## src/sv/sha_pkg.sv

```systemverilog
// ----------------------------------------------------------------------------
// sha_pkg
// Shared types, round constants, initial hash values and SHA-256 helper
// functions for the hash engine.
// ----------------------------------------------------------------------------
package sha_pkg;

    localparam int BlockWords  = 16;
    localparam int Rounds      = 64;
    localparam int DigestWords = 8;
    localparam int LenBytes    = 8;
    localparam int LastDataPos = 55;

    typedef logic [31:0] t_word;

    localparam logic [7:0] PadByte = 8'h80;

    localparam t_word K_TABLE [0:Rounds-1] = '{
        32'h428a2f98, 32'h71374491, 32'hb5c0fbcf, 32'he9b5dba5,
        32'h3956c25b, 32'h59f111f1, 32'h923f82a4, 32'hab1c5ed5,
        32'hd807aa98, 32'h12835b01, 32'h243185be, 32'h550c7dc3,
        32'h72be5d74, 32'h80deb1fe, 32'h9bdc06a7, 32'hc19bf174,
        32'he49b69c1, 32'hefbe4786, 32'h0fc19dc6, 32'h240ca1cc,
        32'h2de92c6f, 32'h4a7484aa, 32'h5cb0a9dc, 32'h76f988da,
        32'h983e5152, 32'ha831c66d, 32'hb00327c8, 32'hbf597fc7,
        32'hc6e00bf3, 32'hd5a79147, 32'h06ca6351, 32'h14292967,
        32'h27b70a85, 32'h2e1b2138, 32'h4d2c6dfc, 32'h53380d13,
        32'h650a7354, 32'h766a0abb, 32'h81c2c92e, 32'h92722c85,
        32'ha2bfe8a1, 32'ha81a664b, 32'hc24b8b70, 32'hc76c51a3,
        32'hd192e819, 32'hd6990624, 32'hf40e3585, 32'h106aa070,
        32'h19a4c116, 32'h1e376c08, 32'h2748774c, 32'h34b0bcb5,
        32'h391c0cb3, 32'h4ed8aa4a, 32'h5b9cca4f, 32'h682e6ff3,
        32'h748f82ee, 32'h78a5636f, 32'h84c87814, 32'h8cc70208,
        32'h90befffa, 32'ha4506ceb, 32'hbef9a3f7, 32'hc67178f2
    };

    localparam t_word IV [0:DigestWords-1] = '{
        32'h6a09e667, 32'hbb67ae85, 32'h3c6ef372, 32'ha54ff53a,
        32'h510e527f, 32'h9b05688c, 32'h1f83d9ab, 32'h5be0cd19
    };

    typedef enum logic [2:0] {
        S_IDLE,
        S_ROUND,
        S_UPDATE,
        S_PAD_FIRST,
        S_PAD_LEN,
        S_EMIT
    } t_state;

    typedef enum logic [1:0] {
        POST_IDLE,
        POST_PAD_FIRST,
        POST_PAD_LEN,
        POST_EMIT
    } t_post;

    typedef struct packed {
        logic        wr_byte;
        logic [7:0]  byte_val;
        logic [5:0]  pos;
        logic        pad_first;
        logic        pad_len;
        logic        len_in_first;
        logic [63:0] bit_count;
        logic        round_en;
        logic [5:0]  round;
    } t_msg_ctl;

    typedef struct packed {
        logic       start;
        logic       round_en;
        logic [5:0] round;
        logic       update;
        logic       restart;
        logic [2:0] rd_idx;
    } t_core_ctl;

    function automatic t_word rotr(input t_word x, input int unsigned n);
        return (x >> n) | (x << (32 - n));
    endfunction

    function automatic t_word big_sigma0(input t_word x);
        return rotr(x, 2) ^ rotr(x, 13) ^ rotr(x, 22);
    endfunction

    function automatic t_word big_sigma1(input t_word x);
        return rotr(x, 6) ^ rotr(x, 11) ^ rotr(x, 25);
    endfunction

    function automatic t_word small_sigma0(input t_word x);
        return rotr(x, 7) ^ rotr(x, 18) ^ (x >> 3);
    endfunction

    function automatic t_word small_sigma1(input t_word x);
        return rotr(x, 17) ^ rotr(x, 19) ^ (x >> 10);
    endfunction

endpackage

```

## src/sv/sha_msg.sv

```systemverilog
// ----------------------------------------------------------------------------
// sha_msg
// Block buffer with byte writes and padding, and the rolling message
// schedule window that supplies one word per round.
// ----------------------------------------------------------------------------
module sha_msg (
    input  logic              i_clk,
    input  sha_pkg::t_msg_ctl i_ctl,
    output sha_pkg::t_word    o_w
);
    import sha_pkg::*;

    t_word r_buf   [0:BlockWords-1];
    t_word n_buf   [0:BlockWords-1];
    t_word r_sched [0:BlockWords-1];

    always_comb begin
        logic [5:0] jj;
        logic       len_en;
        len_en = i_ctl.pad_len || (i_ctl.pad_first && i_ctl.len_in_first);
        for (int w = 0; w < BlockWords; w++) begin
            n_buf[w] = r_buf[w];
            for (int l = 0; l < 4; l++) begin
                jj = 6'(w * 4 + l);
                if (i_ctl.wr_byte && jj == i_ctl.pos) begin
                    n_buf[w][31 - 8 * l -: 8] = i_ctl.byte_val;
                end
                if (i_ctl.pad_first) begin
                    if (jj == i_ctl.pos) begin
                        n_buf[w][31 - 8 * l -: 8] = PadByte;
                    end else if (jj > i_ctl.pos) begin
                        n_buf[w][31 - 8 * l -: 8] = 8'h00;
                    end
                end
                if (i_ctl.pad_len) begin
                    n_buf[w][31 - 8 * l -: 8] = 8'h00;
                end
            end
        end
        if (len_en) begin
            for (int k = 0; k < LenBytes; k++) begin
                n_buf[BlockWords - 2 + k / 4][31 - 8 * (k % 4) -: 8] =
                    i_ctl.bit_count[63 - 8 * k -: 8];
            end
        end
    end

    always_ff @(posedge i_clk) begin
        r_buf <= n_buf;
    end

    always_comb begin
        if (i_ctl.round < 6'(BlockWords)) begin
            o_w = r_buf[i_ctl.round[3:0]];
        end else begin
            o_w = small_sigma1(r_sched[14]) + r_sched[9]
                + small_sigma0(r_sched[1]) + r_sched[0];
        end
    end

    // window holds the last sixteen schedule words, oldest first
    always_ff @(posedge i_clk) begin
        if (i_ctl.round_en) begin
            for (int i = 0; i < BlockWords - 1; i++) begin
                r_sched[i] <= r_sched[i + 1];
            end
            r_sched[BlockWords - 1] <= o_w;
        end
    end

endmodule

```

## src/sv/sha_core.sv

```systemverilog
// ----------------------------------------------------------------------------
// sha_core
// Hash state and working variables with the shared compression round,
// applied once per cycle under the sequencer.
// ----------------------------------------------------------------------------
module sha_core (
    input  logic               i_clk,
    input  logic               i_rst_n,
    input  sha_pkg::t_core_ctl i_ctl,
    input  sha_pkg::t_word     i_w,
    output sha_pkg::t_word     o_digest
);
    import sha_pkg::*;

    t_word r_hash [0:DigestWords-1];
    t_word r_v    [0:DigestWords-1];
    t_word t1;
    t_word t2;

    always_comb begin
        t1 = r_v[7] + big_sigma1(r_v[4]) + ((r_v[4] & r_v[5]) ^ (~r_v[4] & r_v[6]))
           + K_TABLE[i_ctl.round] + i_w;
        t2 = big_sigma0(r_v[0])
           + ((r_v[0] & r_v[1]) ^ (r_v[0] & r_v[2]) ^ (r_v[1] & r_v[2]));
    end

    always_ff @(posedge i_clk) begin
        if (i_ctl.start) begin
            r_v <= r_hash;
        end else if (i_ctl.round_en) begin
            r_v[7] <= r_v[6];
            r_v[6] <= r_v[5];
            r_v[5] <= r_v[4];
            r_v[4] <= r_v[3] + t1;
            r_v[3] <= r_v[2];
            r_v[2] <= r_v[1];
            r_v[1] <= r_v[0];
            r_v[0] <= t1 + t2;
        end
    end

    always_ff @(posedge i_clk) begin
        if (!i_rst_n) begin
            r_hash <= IV;
        end else if (i_ctl.restart) begin
            r_hash <= IV;
        end else if (i_ctl.update) begin
            for (int i = 0; i < DigestWords; i++) begin
                r_hash[i] <= r_hash[i] + r_v[i];
            end
        end
    end

    assign o_digest = r_hash[i_ctl.rd_idx];

endmodule

```

## src/sv/sha256_hash_engine.sv

```systemverilog
// ----------------------------------------------------------------------------
// sha256_hash_engine
// SHA-256 over a byte stream with padding and digest output.
// ----------------------------------------------------------------------------
// Input channel (i_valid / o_stall): one request carries an optional byte
// and an end-of-message flag. A request that neither fills a block nor
// ends the message is taken without a stall, so o_stall stays low.
// A request whose byte completes a 64-byte block starts a compression:
// the compression rounds, then one hash update, during which o_stall is
// high. The rounds run one per cycle on the shared round unit.
// An ending request pads the buffer, runs one or two more compressions,
// then presents eight digest words on the output channel (o_valid /
// i_stall), word 0 first, o_last_word on word 7.
// Each word holds while i_stall is high; o_stall stays high until word 7
// is taken, then the hash returns to its initial value.
// Reset (synchronous, active low) loads the initial hash, clears the byte
// position and bit count, and returns to idle; no clearing pass is needed.
// ----------------------------------------------------------------------------
module sha256_hash_engine (
    input  logic        i_clk,
    input  logic        i_rst_n,
    input  logic        i_valid,
    output logic        o_stall,
    input  logic [7:0]  i_data_byte,
    input  logic        i_has_byte,
    input  logic        i_end_of_message,
    output logic        o_valid,
    input  logic        i_stall,
    output logic [31:0] o_digest_word,
    output logic [2:0]  o_word_index,
    output logic        o_last_word
);
    import sha_pkg::*;

    t_state      r_state, n_state;
    t_post       r_post, n_post;
    logic [5:0]  r_pos, n_pos;
    logic [63:0] r_count, n_count;
    logic [5:0]  r_round, n_round;
    logic [2:0]  r_idx, n_idx;

    t_msg_ctl    msg_ctl;
    t_core_ctl   core_ctl;
    t_word       sched_w;
    t_word       digest;

    always_ff @(posedge i_clk) begin
        if (!i_rst_n) begin
            r_state <= S_IDLE;
            r_post  <= POST_IDLE;
            r_pos   <= '0;
            r_count <= '0;
            r_round <= '0;
            r_idx   <= '0;
        end else begin
            r_state <= n_state;
            r_post  <= n_post;
            r_pos   <= n_pos;
            r_count <= n_count;
            r_round <= n_round;
            r_idx   <= n_idx;
        end
    end

    always_comb begin
        n_state  = r_state;
        n_post   = r_post;
        n_pos    = r_pos;
        n_count  = r_count;
        n_round  = r_round;
        n_idx    = r_idx;
        msg_ctl  = '0;
        core_ctl = '0;
        msg_ctl.pos       = r_pos;
        msg_ctl.byte_val  = i_data_byte;
        msg_ctl.bit_count = r_count;
        msg_ctl.round     = r_round;
        core_ctl.round    = r_round;
        core_ctl.rd_idx   = r_idx;
        o_stall = (r_state != S_IDLE);
        o_valid = 1'b0;
        case (r_state)
            S_IDLE: begin
                if (i_valid) begin
                    if (i_has_byte) begin
                        msg_ctl.wr_byte = 1'b1;
                        n_count = r_count + 64'd8;
                        n_pos   = r_pos + 6'd1;
                    end
                    if (i_has_byte && r_pos == 6'(BlockWords * 4 - 1)) begin
                        core_ctl.start = 1'b1;
                        n_round = '0;
                        n_state = S_ROUND;
                        n_post  = i_end_of_message ? POST_PAD_FIRST : POST_IDLE;
                    end else if (i_end_of_message) begin
                        n_state = S_PAD_FIRST;
                    end
                end
            end
            S_PAD_FIRST: begin
                msg_ctl.pad_first    = 1'b1;
                msg_ctl.len_in_first = (r_pos <= 6'(LastDataPos));
                core_ctl.start = 1'b1;
                n_round = '0;
                n_state = S_ROUND;
                n_post  = (r_pos <= 6'(LastDataPos)) ? POST_EMIT : POST_PAD_LEN;
            end
            S_PAD_LEN: begin
                msg_ctl.pad_len = 1'b1;
                core_ctl.start  = 1'b1;
                n_round = '0;
                n_state = S_ROUND;
                n_post  = POST_EMIT;
            end
            S_ROUND: begin
                msg_ctl.round_en  = 1'b1;
                core_ctl.round_en = 1'b1;
                n_round = r_round + 6'd1;
                if (r_round == 6'(Rounds - 1)) begin
                    n_state = S_UPDATE;
                end
            end
            S_UPDATE: begin
                core_ctl.update = 1'b1;
                case (r_post)
                    POST_IDLE:      n_state = S_IDLE;
                    POST_PAD_FIRST: n_state = S_PAD_FIRST;
                    POST_PAD_LEN:   n_state = S_PAD_LEN;
                    POST_EMIT: begin
                        n_state = S_EMIT;
                        n_idx   = '0;
                    end
                    default:        n_state = S_IDLE;
                endcase
            end
            S_EMIT: begin
                o_valid = 1'b1;
                if (!i_stall) begin
                    n_idx = r_idx + 3'd1;
                    if (r_idx == 3'(DigestWords - 1)) begin
                        core_ctl.restart = 1'b1;
                        n_pos   = '0;
                        n_count = '0;
                        n_state = S_IDLE;
                    end
                end
            end
            default: begin
                n_state = S_IDLE;
            end
        endcase
    end

    sha_msg u_msg (
        .i_clk (i_clk),
        .i_ctl (msg_ctl),
        .o_w   (sched_w)
    );

    sha_core u_core (
        .i_clk    (i_clk),
        .i_rst_n  (i_rst_n),
        .i_ctl    (core_ctl),
        .i_w      (sched_w),
        .o_digest (digest)
    );

    assign o_digest_word = digest;
    assign o_word_index  = r_idx;
    assign o_last_word   = (r_idx == 3'(DigestWords - 1));

`ifndef SYNTHESIS
    a_no_input_while_emit: assert property (@(posedge i_clk) disable iff (!i_rst_n)
        o_valid |-> o_stall)
        else $error("input taken while digest is out");

    a_idle_after_last: assert property (@(posedge i_clk) disable iff (!i_rst_n)
        (o_valid && !i_stall && o_last_word) |=> (!o_valid && !o_stall))
        else $error("engine not idle after last digest word");

    a_end_starts_pad: assert property (@(posedge i_clk) disable iff (!i_rst_n)
        (i_valid && !o_stall && i_end_of_message
         && !(i_has_byte && r_pos == 6'(BlockWords * 4 - 1)))
        |=> (r_state == S_PAD_FIRST))
        else $error("end of message did not start padding");

    a_stall_during_rounds: assert property (@(posedge i_clk) disable iff (!i_rst_n)
        (r_state == S_ROUND) |-> (o_stall && !o_valid))
        else $error("channel active during compression");
`endif

endmodule

```

## config.mk

```make
export PLATFORM = sky130hd
export DESIGN_NAME = sha256_hash_engine
export DESIGN_NICKNAME = d
export VERILOG_FILES = /design/src/sv/sha_pkg.sv /design/src/sv/sha_msg.sv /design/src/sv/sha_core.sv /design/src/sv/sha256_hash_engine.sv
export SDC_FILE = /design/constraint.sdc
export NUM_CORES = 2
export LEC_CHECK = 0
export ABC_AREA = 1
export BUFFER_PORTS_ARGS = -buffer_cell sky130_fd_sc_hd__buf_2
export CORE_ASPECT_RATIO = 1.4
export CORE_UTILIZATION = 55
export CTS_CLUSTER_SIZE = 10
export DETAILED_ROUTE_END_ITERATION = 7
export PLACE_DENSITY = 0.81
export SYNTH_ARGS = -nofsm -noshare
export SYNTH_HDL_FRONTEND = slang
export SYNTH_SLANG_ARGS = --single-unit
```

## constraint.sdc

```tcl
create_clock -name i_clk -period 30.8 [get_ports i_clk]
set_input_delay 6.16 -clock i_clk [delete_from_list [all_inputs] [get_ports i_clk]]
set_output_delay 6.16 -clock i_clk [all_outputs]
set_load 0.005 [all_outputs]
```

==> metrics.md <==
| Metric | Value |
|---|---|
| Status | complete, but fails checks |
| Failing checks | DRC, capacitance limit, slew limit |
| Vias in the first global route | 86.1k |
| Top area cells in the synthesized netlist | edfxtp_1, dfxtp_1, nand2_1 |
| DR DRC count | 4 |
| Final setup violating endpoints | 0 |
| Hold Crit Class | reg2reg |
| Hold Buf Count CTS | 0 |
| Clock H-tree levels | 4 |
| Final ANT Viol Nets | 0 |
| First-pass GRT wire length | roughly 580,000 µm |
| Placed cells | between 10k and 15k |
| # resized after CTS | 0 |
| Syn. warnings | 0 |
| GRT overflow | 0 |
| Primary FF master, synth | dfxtp_1 |
| Max stage delay on crit path | between 1000 and 1500 ps |
| EDFF count, synth | about 780 |
| CP max stage cell | xor2_1 |
| Worst skew pair latency | 900 ps |
| WL/cell | ~30 µm |
| Worst Setup Start Kind | flop |
| Slew headroom | -6.45% |
| Nets@finish | between 10k and 15k |
| Most common cell on crit path | nand2_1 |
| Clk sinks | approximately 1.6k |
| Final hold vios | 0 |
| Top Ports | 52 |
| Final period utilization | 34.0% |
| Critical path data arrival time | about 11,000 ps |
| Total negative slack | 0 ps |
| Worst setup EP type | flop |
| TritonCTS clock tree | built |
| Final worst-path setup slack | ~20,000 ps |
| Die Area | ~180,000 µm² |
| Largest net degree at the start of global routing | just over 200 |
| Yosys top cell area share | 24.4% |
| Initial DRT Pass Iterations | 8 |
| HPWL Detailed | 301,000 µm |
| Fin crit period | 10,490 ps |
| Leading area contributor after synthesis | edfxtp_1 |
| Post-CTS Setup Bufs | 0 |
| Hold Slack | 395 ps |
| CORE AREA | between 150,000 and 200,000 µm² |
| Rows | 180 |
| Fraction of registers with async set/reset | 0% |
| Worst Skew | 102 ps |
| Port buffer count | 51 |
| GPL Wtd Cong | between 1 and 1.5 |
| Iteration-0 DRC Markers | roughly 12k |
| Fill count | between 15k and 20k |
| Initial antenna violation count | 10 |
| Fin cells | roughly 14k |
| Mean Syn Cell Area | around 8 µm² |
| Max Transition Viols Final | 4 |
| Yosys reg bits | 1,617 |
| Total CTS buffers | around 190 |
| Clk buf depth | 3 |
| Die height | approximately 500 µm |
| Sequential element share of the synthesized area | between 40% and 50% |
| Root Driver | clkbuf_16 |
| Cells after Synth | around 12k |
| Synth unique cells | between 70 and 80 |
| Fraction of layout cells with a size suffix above 1 | ~5.0% |
| Layout area overhead | 7.86% |
| Max-cap viol count | 2 |
| Clock-pin slew on the worst setup and hold paths | 70 ps |
| Worst path required time | between 30,000 and 40,000 ps |
| Crit path max fanout | 5 |
| Synth Net Count | 12.3k |
| Initial Util | between 50% and 60% |
| RSZ-0062 raised after global routing | false |
| Drt total wl | just over 400,000 µm |
| Max Clock Freq | roughly 0.095 GHz |
| GRT Util Overall | between 40% and 50% |
| Vias/cell | 6.46 |
| Die X | 354 µm |
| Via count | about 90k |
| Post-Syn Area | 95,600 µm² |
| WS Path Type | reg2reg |
| Placement Setup Slack | 21,040 ps |
| Least-Margin Pin Slew | ~1600 ps |
-- registers in the layout (all words and copies together), names as in the netlist, 3 cells and up --
register and count:
o_word_index 3, u_core.r_v 256, u_core.r_hash 256, u_msg.r_buf 512
r_round 6, r_state 3, r_pos 6, r_count 61
u_msg.r_sched 512
-- cell type report --
class                           instances  area (µm²)  area share, %
Antenna cell                            3        7.51        0.00728
Clock inverter                         28         562          0.545
Inverter                             1416        5330           5.17
Timing Repair Buffer                  153        1060           1.03
Multi-Input combinational cell       8087       48100           46.6
Sequential cell                      1617       40100           38.9
Clock buffer                          269        5050           4.90
Tap cell                             2275        2850           2.76
-- routing by layer --
| metal | track usage (%) | up-vias | share of wire (%) |
|---|---|---|---|
| met5 | 0 | - | 0.020 |
| met4 | 39.5 | 12 | 11 |
| met3 | 10.4 | 1777 | 10 |
| met2 | 73.6 | 5912 | 46 |
| met1 | 49.6 | 42234 | 33 |
| li1 | - | 39589 | - |
-- through the flow --
stage | utilization (%) | instance area [µm²]
floorplan | - | 95600
detailed placement | 56.6 | 97500
finish | 59.8 | 103000
global placement | 56.6 | 97500
global route | 59.8 | 103000
CTS | 59.8 | 103000
-- logic make-up after synthesis --
kind of cell | count (synthesis) | synth area share [%]
compound gates | 3423 | 20.9
xor+xnor | 385 | 3.53
fa+ha+maj | 615 | 9.55
buf+inv | 1946 | 7.87
flops | 1617 | 42.0
mux | 10 | 0.106
simple gates | 3654 | 16.1
-- Yosys cell counts (8+ instances only) --
master,number
edfxtp_1,776
dfxtp_1,841
nor4_1,33
o22ai_1,62
a21oi_1,1224
buf_4,14
a22o_1,11
o31ai_1,26
inv_2,26
a21boi_0,23
a211oi_1,221
o21ai_0,1086
maj3_1,18
clkbuf_1,349
mux2i_1,9
nand4_1,67
buf_1,43
o211ai_1,155
ha_1,400
nor2_1,918
a221oi_1,35
or2_2,76
nor2_4,17
a31oi_1,74
a22oi_1,192
o2111ai_1,10
a21o_1,58
xnor2_1,167
inv_1,1383
o21a_1,34
fa_1,197
nor2_2,26
nand2_1,1897
xor2_1,218
a31o_2,8
nand3b_1,11
buf_2,122
nor3_1,154
nand3_1,421
o21bai_1,74
o221ai_1,79
o21ai_1,13
-- worst max-delay path: cells and delay by family, from the launching register on --
kind,cells,cell delay (ps)
compound gates,7,1720
buf+inv,3,310
fa+ha+maj,8,3720
flops,1,480
xor+xnor,5,2110
simple gates,13,1850
-- cells in the final DEF (no fill, tap or decap), types with 155 or more instances in the layout --
| cell type | instances |
|---|---|
| o21ai_0 | 1084 |
| clkbuf_16 | 187 |
| ha_1 | 400 |
| xor2_1 | 218 |
| a22oi_1 | 192 |
| nor2_1 | 913 |
| xnor2_1 | 167 |
| a21oi_1 | 1224 |
| o211ai_1 | 155 |
| fa_1 | 197 |
| a211oi_1 | 220 |
| nand3_1 | 421 |
| edfxtp_1 | 776 |
| inv_1 | 1374 |
| nand2_1 | 1894 |
| dfxtp_1 | 838 |
-- worst paths after layout --
path                                        endpoint                  from  depth (start not counted)  slack (ps)
worst min register to register  u_msg.r_sched[2][40]  u_msg.r_sched[2][72]                          0         390
worst min-delay path            u_msg.r_sched[2][40]  u_msg.r_sched[2][72]                          0         390
worst max register to register       u_core.r_v[251]  u_msg.r_sched[3][84]                         36       20310
worst max-delay path                 u_core.r_v[251]  u_msg.r_sched[3][84]                         36       20310
Power is not shown: default switching activity piles up to over one toggle a cycle in this logic, so the estimate is an artifact.
